**src/hdl/lqhd_pkg.sv**
```systemverilog
`default_nettype none

package lqhd_pkg;

   localparam int FUNC_W     = 2;
   localparam int PAYLOAD_W  = 32;
   localparam int HANDLE_W   = 4;
   localparam int STATUS_W   = 2;
   localparam int COUNT_W    = 5;

   // free slot search works on groups of in-use bits
   localparam int GROUP_SIZE = 16;
   localparam int GROUP_BITS = 4;

   localparam logic [FUNC_W-1:0] FUNC_ENQ = 2'd0;
   localparam logic [FUNC_W-1:0] FUNC_DEQ = 2'd1;
   localparam logic [FUNC_W-1:0] FUNC_DEL = 2'd2;

   localparam logic [STATUS_W-1:0] ST_OK        = 2'd0;
   localparam logic [STATUS_W-1:0] ST_EMPTY     = 2'd1;
   localparam logic [STATUS_W-1:0] ST_NOT_FOUND = 2'd2;
   localparam logic [STATUS_W-1:0] ST_FULL      = 2'd3;

   typedef struct packed {
      logic [FUNC_W-1:0]    func;
      logic [PAYLOAD_W-1:0] payload;
      logic [HANDLE_W-1:0]  handle;
   } req_type;

   typedef struct packed {
      logic [STATUS_W-1:0]  status;
      logic [PAYLOAD_W-1:0] data_out;
      logic [HANDLE_W-1:0]  handle_out;
      logic [COUNT_W-1:0]   element_count;
   } rsp_type;

   typedef struct packed {
      logic capture;
      logic exec;
      logic scan;
   } ctl_cmd_type;

   typedef struct packed {
      logic scan_needed;
      logic scan_hit;
   } dp_sts_type;

endpackage

`default_nettype wire

```
**src/hdl/lqhd_chan_if.sv**
```systemverilog
`default_nettype none

interface lqhd_chan_if #(
   parameter type payload_type = logic
);
   logic        valid;
   logic        ready;
   payload_type data;

   modport source (output valid, output data, input ready);
   modport sink   (input valid, input data, output ready);
endinterface

`default_nettype wire

```
**src/hdl/lqhd_ctrl.sv**
```systemverilog
`default_nettype none

module lqhd_ctrl import lqhd_pkg::*; (
   input  wire logic        clock,
   input  wire logic        reset,
   input  wire logic        req_valid,
   output logic             req_ready,
   output logic             rsp_valid,
   input  wire logic        rsp_ready,
   output ctl_cmd_type      cmd,
   input  wire dp_sts_type  sts
);

   localparam logic [1:0] S_IDLE = 2'd0;
   localparam logic [1:0] S_EXEC = 2'd1;
   localparam logic [1:0] S_SCAN = 2'd2;

   logic [1:0] state_ff;
   logic [1:0] state_in;
   logic       rsp_valid_ff;
   logic       rsp_valid_in;
   logic       rsp_free;

   assign rsp_free  = !rsp_valid_ff || rsp_ready;
   assign req_ready = (state_ff == S_IDLE) && !reset;
   assign rsp_valid = rsp_valid_ff;

   always_comb begin
      state_in    = state_ff;
      cmd.capture = 1'b0;
      cmd.exec    = 1'b0;
      cmd.scan    = 1'b0;
      unique case (state_ff)
         S_IDLE: begin
            if (req_valid) begin
               cmd.capture = 1'b1;
               state_in    = S_EXEC;
            end
         end
         S_EXEC: begin
            if (rsp_free) begin
               cmd.exec = 1'b1;
               state_in = sts.scan_needed ? S_SCAN : S_IDLE;
            end
         end
         S_SCAN: begin
            cmd.scan = 1'b1;
            if (sts.scan_hit) begin
               state_in = S_IDLE;
            end
         end
         default: state_in = S_IDLE;
      endcase
   end

   always_comb begin
      priority if (cmd.exec) begin
         rsp_valid_in = 1'b1;
      end else if (rsp_ready) begin
         rsp_valid_in = 1'b0;
      end else begin
         rsp_valid_in = rsp_valid_ff;
      end
   end

   always_ff @(posedge clock) begin
      if (reset) begin
         state_ff     <= S_IDLE;
         rsp_valid_ff <= 1'b0;
      end else begin
         state_ff     <= state_in;
         rsp_valid_ff <= rsp_valid_in;
      end
   end

endmodule

`default_nettype wire

```
**src/hdl/lqhd_datapath.sv**
```systemverilog
`default_nettype none

module lqhd_datapath import lqhd_pkg::*; #(
   parameter int QUEUE_DEPTH = 16,
   parameter int DATA_WIDTH  = 32
) (
   input  wire logic         clock,
   input  wire logic         reset,
   input  wire ctl_cmd_type  cmd,
   output dp_sts_type        sts,
   input  wire req_type      req_data,
   output rsp_type           rsp_data
);

   localparam int IDX_W  = $clog2(QUEUE_DEPTH);
   localparam int CNT_W  = $clog2(QUEUE_DEPTH + 1);
   localparam int GROUPS = (QUEUE_DEPTH + GROUP_SIZE - 1) / GROUP_SIZE;
   localparam int PAD_W  = GROUPS * GROUP_SIZE;
   localparam int GRP_W  = (GROUPS > 1) ? $clog2(GROUPS) : 1;

   // slot store and links
   logic [DATA_WIDTH-1:0] data_mem [QUEUE_DEPTH];
   logic [IDX_W-1:0]      next_mem [QUEUE_DEPTH];
   logic [IDX_W-1:0]      prev_mem [QUEUE_DEPTH];

   logic [DATA_WIDTH-1:0]  rd_data_ff;
   logic [IDX_W-1:0]       rd_next_ff;
   logic [IDX_W-1:0]       rd_prev_ff;
   logic [IDX_W-1:0]       rd_addr;

   logic [FUNC_W-1:0]      func_ff;
   logic [DATA_WIDTH-1:0]  payload_ff;
   logic [HANDLE_W-1:0]    handle_ff;

   logic [QUEUE_DEPTH-1:0] in_use_ff;
   logic [QUEUE_DEPTH-1:0] in_use_in;
   logic [IDX_W-1:0]       head_ff;
   logic [IDX_W-1:0]       head_in;
   logic [IDX_W-1:0]       tail_ff;
   logic [IDX_W-1:0]       tail_in;
   logic [CNT_W-1:0]       cnt_ff;
   logic [CNT_W-1:0]       cnt_in;
   logic [IDX_W-1:0]       free_ff;
   logic [IDX_W-1:0]       free_in;
   logic [GRP_W-1:0]       scan_grp_ff;
   logic [GRP_W-1:0]       scan_grp_in;
   rsp_type                rsp_ff;
   rsp_type                rsp_in;

   logic                   full;
   logic                   empty;
   logic                   found;
   logic [IDX_W-1:0]       hidx;
   logic                   is_head;
   logic                   is_tail;
   logic                   take;
   logic                   rel;
   logic [IDX_W-1:0]       rel_slot;
   logic                   scan_needed;

   logic                   d_we;
   logic                   n_we;
   logic [IDX_W-1:0]       n_wa;
   logic [IDX_W-1:0]       n_wd;
   logic                   p_we;
   logic [IDX_W-1:0]       p_wa;
   logic [IDX_W-1:0]       p_wd;

   logic [PAD_W-1:0]       used_pad;
   logic [GROUP_SIZE-1:0]  grp_bits;
   logic [GROUP_BITS-1:0]  scan_off;
   logic                   scan_hit;

   assign rd_addr = (req_data.func == FUNC_DEQ) ? head_ff : IDX_W'(req_data.handle);

   always_ff @(posedge clock) begin
      if (cmd.capture) begin
         func_ff    <= req_data.func;
         payload_ff <= DATA_WIDTH'(req_data.payload);
         handle_ff  <= req_data.handle;
         rd_data_ff <= data_mem[rd_addr];
         rd_next_ff <= next_mem[rd_addr];
         rd_prev_ff <= prev_mem[rd_addr];
      end
   end

   always_ff @(posedge clock) begin
      if (cmd.exec && d_we) begin
         data_mem[free_ff] <= payload_ff;
      end
      if (cmd.exec && n_we) begin
         next_mem[n_wa] <= n_wd;
      end
      if (cmd.exec && p_we) begin
         prev_mem[p_wa] <= p_wd;
      end
   end

   assign full    = (cnt_ff == CNT_W'(QUEUE_DEPTH));
   assign empty   = (cnt_ff == '0);
   assign hidx    = IDX_W'(handle_ff);
   assign found   = (32'(handle_ff) < 32'(QUEUE_DEPTH)) && in_use_ff[hidx];
   assign is_head = (hidx == head_ff);
   assign is_tail = (hidx == tail_ff);

   always_comb begin
      rsp_in          = '0;
      rsp_in.status   = ST_OK;
      head_in         = head_ff;
      tail_in         = tail_ff;
      cnt_in          = cnt_ff;
      take            = 1'b0;
      rel             = 1'b0;
      rel_slot        = head_ff;
      d_we            = 1'b0;
      n_we            = 1'b0;
      n_wa            = tail_ff;
      n_wd            = free_ff;
      p_we            = 1'b0;
      p_wa            = free_ff;
      p_wd            = tail_ff;
      scan_needed     = 1'b0;
      unique case (func_ff)
         FUNC_ENQ: begin
            if (full) begin
               rsp_in.status = ST_FULL;
            end else begin
               take = 1'b1;
               d_we = 1'b1;
               if (empty) begin
                  head_in = free_ff;
               end else begin
                  n_we = 1'b1;
                  p_we = 1'b1;
               end
               tail_in           = free_ff;
               cnt_in            = cnt_ff + CNT_W'(1);
               rsp_in.handle_out = HANDLE_W'(free_ff);
               scan_needed       = (cnt_ff != CNT_W'(QUEUE_DEPTH - 1));
            end
         end
         FUNC_DEQ: begin
            if (empty) begin
               rsp_in.status = ST_EMPTY;
            end else begin
               rsp_in.data_out = PAYLOAD_W'(rd_data_ff);
               if (cnt_ff > CNT_W'(1)) begin
                  head_in = rd_next_ff;
               end
               rel      = 1'b1;
               rel_slot = head_ff;
               cnt_in   = cnt_ff - CNT_W'(1);
            end
         end
         FUNC_DEL: begin
            priority if (empty) begin
               rsp_in.status = ST_EMPTY;
            end else if (!found) begin
               rsp_in.status = ST_NOT_FOUND;
            end else begin
               rel      = 1'b1;
               rel_slot = hidx;
               cnt_in   = cnt_ff - CNT_W'(1);
               priority if (is_head && is_tail) begin
                  // sole entry, list becomes empty
               end else if (is_head) begin
                  head_in = rd_next_ff;
               end else if (is_tail) begin
                  tail_in = rd_prev_ff;
               end else begin
                  n_we = 1'b1;
                  n_wa = rd_prev_ff;
                  n_wd = rd_next_ff;
                  p_we = 1'b1;
                  p_wa = rd_next_ff;
                  p_wd = rd_prev_ff;
               end
            end
         end
         default: ;
      endcase
      rsp_in.element_count = COUNT_W'(cnt_in);
   end

   // lowest free slot: one group of in-use bits per cycle
   always_comb begin
      used_pad                  = '1;
      used_pad[QUEUE_DEPTH-1:0] = in_use_ff;
   end

   assign grp_bits = used_pad[scan_grp_ff * GROUP_SIZE +: GROUP_SIZE];

   always_comb begin
      scan_off = '0;
      scan_hit = 1'b0;
      for (int i = GROUP_SIZE - 1; i >= 0; i--) begin
         if (!grp_bits[i]) begin
            scan_off = GROUP_BITS'(i);
            scan_hit = 1'b1;
         end
      end
   end

   assign sts = '{scan_needed: scan_needed, scan_hit: scan_hit};

   always_comb begin
      in_use_in   = in_use_ff;
      free_in     = free_ff;
      scan_grp_in = scan_grp_ff;
      if (cmd.exec) begin
         if (take) begin
            in_use_in[free_ff] = 1'b1;
            scan_grp_in        = GRP_W'(free_ff >> GROUP_BITS);
         end
         if (rel) begin
            in_use_in[rel_slot] = 1'b0;
            if (full || (rel_slot < free_ff)) begin
               free_in = rel_slot;
            end
         end
      end else if (cmd.scan) begin
         if (scan_hit) begin
            free_in = IDX_W'({scan_grp_ff, scan_off});
         end else begin
            scan_grp_in = scan_grp_ff + GRP_W'(1);
         end
      end
   end

   always_ff @(posedge clock) begin
      if (reset) begin
         in_use_ff   <= '0;
         head_ff     <= '0;
         tail_ff     <= '0;
         cnt_ff      <= '0;
         free_ff     <= '0;
         scan_grp_ff <= '0;
      end else begin
         in_use_ff   <= in_use_in;
         free_ff     <= free_in;
         scan_grp_ff <= scan_grp_in;
         if (cmd.exec) begin
            head_ff <= head_in;
            tail_ff <= tail_in;
            cnt_ff  <= cnt_in;
         end
      end
   end

   always_ff @(posedge clock) begin
      if (cmd.exec) begin
         rsp_ff <= rsp_in;
      end
   end

   assign rsp_data = rsp_ff;

endmodule

`default_nettype wire

```
**src/hdl/linked_queue_with_handle_delete_core.sv**
```systemverilog
// Channel   Dir  Transaction payload
// req_chan  in   func, payload, handle
// rsp_chan  out  status, data_out, handle_out, element_count
//
// Each request is captured on the accepting edge and executed in the update state,
// which registers the result; a successful enqueue that leaves a slot free then runs
// the free slot search over the 16-slot groups before the next request is accepted.
// A waiting result holds the block in its update cycle until the result is taken.
// Synchronous reset clears the in-use bits, head, tail and count and holds req ready
// low; data and link memories are not cleared and need no pass after reset.
`default_nettype none

module linked_queue_with_handle_delete_core import lqhd_pkg::*; #(
   parameter int QUEUE_DEPTH = 16,
   parameter int DATA_WIDTH  = 32
) (
   input wire logic   clock,
   input wire logic   reset,
   lqhd_chan_if.sink   req_chan,
   lqhd_chan_if.source rsp_chan
);

   ctl_cmd_type cmd;
   dp_sts_type  sts;

   lqhd_ctrl u_ctrl (
      .clock     (clock),
      .reset     (reset),
      .req_valid (req_chan.valid),
      .req_ready (req_chan.ready),
      .rsp_valid (rsp_chan.valid),
      .rsp_ready (rsp_chan.ready),
      .cmd       (cmd),
      .sts       (sts)
   );

   lqhd_datapath #(
      .QUEUE_DEPTH (QUEUE_DEPTH),
      .DATA_WIDTH  (DATA_WIDTH)
   ) u_datapath (
      .clock    (clock),
      .reset    (reset),
      .cmd      (cmd),
      .sts      (sts),
      .req_data (req_chan.data),
      .rsp_data (rsp_chan.data)
   );

endmodule

`default_nettype wire

```
**src/flat_wrapper.sv**
```systemverilog
// flat-port wrapper written by rule: the top's interface ports become plain ports
module linked_queue_with_handle_delete_core_flat import lqhd_pkg::*;
#(
   parameter int QUEUE_DEPTH = 16,
   parameter int DATA_WIDTH  = 32
)
  (clock, reset, req_chan_valid, req_chan_data, req_chan_ready, rsp_chan_valid, rsp_chan_data, rsp_chan_ready);
  lqhd_chan_if req_chan_i ();
  lqhd_chan_if rsp_chan_i ();
  input wire logic clock;
  input wire logic reset;
  input wire logic [$bits(req_chan_i.valid)-1:0] req_chan_valid;
  input wire logic [$bits(req_chan_i.data)-1:0] req_chan_data;
  output wire logic [$bits(req_chan_i.ready)-1:0] req_chan_ready;
  output wire logic [$bits(rsp_chan_i.valid)-1:0] rsp_chan_valid;
  output wire logic [$bits(rsp_chan_i.data)-1:0] rsp_chan_data;
  input wire logic [$bits(rsp_chan_i.ready)-1:0] rsp_chan_ready;
  assign req_chan_i.valid = req_chan_valid;
  assign req_chan_i.data = req_chan_data;
  assign req_chan_ready = req_chan_i.ready;
  assign rsp_chan_valid = rsp_chan_i.valid;
  assign rsp_chan_data = rsp_chan_i.data;
  assign rsp_chan_i.ready = rsp_chan_ready;
  linked_queue_with_handle_delete_core #(.QUEUE_DEPTH(QUEUE_DEPTH), .DATA_WIDTH(DATA_WIDTH)) u_core (.clock(clock), .reset(reset), .req_chan(req_chan_i), .rsp_chan(rsp_chan_i));
endmodule
```
**config.mk**
```make
export PLATFORM = sky130hd
export DESIGN_NAME = linked_queue_with_handle_delete_core_flat
export DESIGN_NICKNAME = d
export VERILOG_FILES = /design/src/hdl/lqhd_pkg.sv /design/src/hdl/lqhd_chan_if.sv /design/src/hdl/lqhd_ctrl.sv /design/src/hdl/lqhd_datapath.sv /design/src/hdl/linked_queue_with_handle_delete_core.sv /design/src/flat_wrapper.sv
export SDC_FILE = /design/constraint.sdc
export NUM_CORES = 1
export LEC_CHECK = 0
export ABC_AREA = 0
export BUFFER_PORTS_ARGS = -buffer_cell sky130_fd_sc_hd__buf_2
export CAP_MARGIN = 10
export CORE_AREA = 2 2 53 55
export CTS_BUF_LIST = sky130_fd_sc_hd__clkbuf_4 sky130_fd_sc_hd__clkbuf_8
export DETAILED_ROUTE_END_ITERATION = 6
export DIE_AREA = 0 0 55 57
export GPL_TIMING_DRIVEN = 0
export PLACE_DENSITY_LB_ADDON = 0.08
export SLEW_MARGIN = 20
export SYNTH_ARGS = -nofsm -noshare
export SYNTH_HDL_FRONTEND = slang
export SYNTH_SLANG_ARGS = --single-unit
```
**constraint.sdc**
```tcl
create_clock -name clock -period 1.5 [get_ports clock]
set_input_delay 0.075 -clock clock [delete_from_list [all_inputs] [get_ports clock]]
set_output_delay 0.075 -clock clock [all_outputs]
set_load 0.01 [all_outputs]
```
==> results.ini <==
[setup_path]
critPathArrivalTime_ns=1.82
path_class=flip-flop to flip-flop
cp-start-kind=flip-flop
reg2regPathDepth=5
reg2reg_slack_ns=-0.03
endpoint_kind=flip-flop
reg2reg_to=u_core.u_datapath.free_ff[0]$_SDFFE_PP0P_
worstPathRequired_ns=1.79
r2r_start=u_core.u_datapath.scan_grp_ff$_SDFFE_PP0P_
crit_fanout=3

[sta]
rsz0062_at_grt=true
slew_headroom=0.691
worst_slack_ns=-0.0322
period_share=1.02
period_needed_ns=1.53
fmax_mhz=653
report.final.slew_viol_count=0
finalHoldViolCount=0
report.final.setup_viol=2
clock-skew-final_ns=0.00960
tns_ns=-0.0381
tightest_slew_ns=0.461

[routing]
drt-total-wl_um=3180
met1_length_um=1480
dr_wl_met2_um=1480
drc=0
wl_met3_um=166
vias=1200
routedWlPerCell_um=15.2
maxUsedRoutingLayer=met4
ant_nets=0
dr.pass1.iters=4
drt-initial-drc-count=44
avgViaCountPerCell=5.74

[placed_design]
dp_hpwl_um=2020
pre_cts_slack_ns=-0.159
gp_congestion=0.785
port_buffers=5
dp_cells=191

[clock_network]
cts-root-buf=clkbuf_4
clk_latency_ns=0.34
ctsLongestPathBuffers=2
clkTransAtPathRegs_ns=0.09
htreeDepth=2
tritoncts=yes
cts_num_sinks=30
numCtsBuffers=5

[synth]
synth-edff-count=1
syn_avg_cell_area_sq_um=8.61
synth_cells=155
synth_top_family_by_area=simple AND/OR/NAND/NOR gates
yosys_warnings=0
synth_compound_area_frac=0.159
synthesis.area_sq_um=1340
synth_mux_area_frac=0.0150
ys_ff_latch=30
synth_xor_area_frac=0.0328
yosys_most_used_dff=dfxtp_1
synthArstFlopShare=0
synth_simple_gate_area_frac=0.265
synthAdderAreaFrac=0.0187
ys_seq_area_frac=0.457
yosys.cell_types.count=39
synth_fp_nets=162

[floorplan]
initial_core_util=0.511
die_x_um=55
rows=19
die_area_sq_um=3140
die_h_um=57
coreArea_sq_um=2620
io_pins=8

[layout]
fin_cells=209
antenna_cells=0
fin_nets=185
final_common_cell=nor2_1
area_growth_pct=24.3
layout_common_cells=29 x nor2_1, 22 x dfxtp_1, 14 x a21oi_1
drive_gt1_frac=0.275

[grt]
grt_max_degree=11
track_usage=0.235
grt_pass1_vias=1088
grt_pass1_wl_um=5150
antenna_found_initial=0
grt_overflow_total=0

[status]
status=complete, but fails checks
violations=setup timing

[min_path]
holdPathEnd=u_core.u_ctrl.state_ff[0]$_SDFFE_PP0P_
hold_class=input pin to flip-flop
min_path_cells=3
holdCritStartpoint=req_chan_valid

[power]
power_density_nw_per_um2=877
power_leakage_nw=0.586
ir_worst_vdd_uv=696

[job]
cap_violations=0

-- cell type report --
type / instances / area [sq um]
sequential: 30 / 622
timing repair buffer: 16 / 139
tap: 31 / 38.8
clock buffer: 7 / 52.6
inverter: 9 / 33.8
buffer: 7 / 40.0
fill: 232 / 956
multi-input combinational: 109 / 733
-- power breakdown --
part	internal [mW]	switching, mW	leakage (nW)
registers	0.815	0.0135	0.246
logic	0.0691	0.0739	0.308
clock network	0.212	0.271	0.0322
total	1.10	0.358	0.586
-- timing repair --
item,CTS,global route
resized for setup,11,16
hold buffers,1,0
endpoints found under the hold margin,3,0
setup endpoints to repair,10,23
buffers inserted,8,2
pin swaps,4,8
-- stage by stage --
stage | hold slack [ns] | power [mW] | area [sq um] | utilization
after detailed placement | 0.319 | 0.939 | 1400 | 0.535
after global placement | 0.312 | 0.938 | 1400 | 0.535
after CTS | 0.0389 | 1.44 | 1590 | 0.609
final | 0.0448 | 1.45 | 1660 | 0.634
after floorplan | 0.267 | 0.913 | 1340 | -
after global routing | 0.0869 | 1.51 | 1660 | 0.634
-- cell families after synthesis --
group / after synthesis
XOR/XNOR: 5
flip-flops: 30
AO/OA/AOI/OAI: 33
AND/OR/NAND/NOR: 67
adder cells (fa/ha/maj): 2
multiplexers: 2
buffers and inverters: 16
-- how the worst max path moves through the flow --
stage                                                           end                                        start  slack, ns  cells past startpoint
after floorplan           u_core.u_datapath.free_ff[0]$_SDFFE_PP0P_  u_core.u_datapath.in_use_ff[5]$_SDFFE_PP0P_       0.03                      5
after global placement    u_core.u_datapath.free_ff[0]$_SDFFE_PP0P_  u_core.u_datapath.in_use_ff[5]$_SDFFE_PP0P_      -0.14                      5
after detailed placement  u_core.u_datapath.free_ff[1]$_SDFFE_PP0P_  u_core.u_datapath.in_use_ff[5]$_SDFFE_PP0P_      -0.16                      5
after CTS                 u_core.u_datapath.free_ff[0]$_SDFFE_PP0P_   u_core.u_datapath.scan_grp_ff$_SDFFE_PP0P_      -0.01                      5
after global routing       u_core.u_datapath.cnt_ff[4]$_SDFFE_PP0P_     u_core.u_datapath.cnt_ff[0]$_SDFFE_PP0P_       -0.1                      7
final                     u_core.u_datapath.free_ff[0]$_SDFFE_PP0P_   u_core.u_datapath.scan_grp_ff$_SDFFE_PP0P_      -0.03                      5
-- worst max-delay path: stages, from the launching register on --
cell      delay [ns]
dfxtp_4         0.37
nand3b_1        0.21
nor4_4          0.33
a21oi_2         0.11
or3b_1          0.38
o21ai_2         0.07
-- sequential cells by signal (all words and copies together), names as in the netlist --
name / flops
u_core.u_datapath.cnt_ff: 5
u_core.u_datapath.free_ff: 4
u_core.u_datapath.rsp_data: 1
u_core.u_datapath.scan_grp_ff: 1
u_core.u_ctrl.rsp_valid: 1
u_core.u_datapath.in_use_ff: 16
u_core.u_ctrl.state_ff: 2
-- synthesized netlist by cell type, drive strengths merged, types with 4 or more instances --
cell | n | area share
nor2b | 5 | 0.023
inv | 9 | 0.025
nand3 | 6 | 0.022
a31oi | 6 | 0.028
dfxtp | 29 | 0.43
nand4 | 5 | 0.028
a21oi | 15 | 0.056
nor3 | 4 | 0.015
nand2 | 6 | 0.017
clkbuf | 5 | 0.015
nor2 | 29 | 0.082
-- metal layers --
metal | vias to the layer above | global-route usage
li1 | 594 | -
met1 | 571 | 0.322
met2 | 29 | 0.330
met3 | 6 | 0.0576
met5 | - | 0
met4 | 0 | 0.139
No activity file was read; power rests on OpenSTA's default activity.
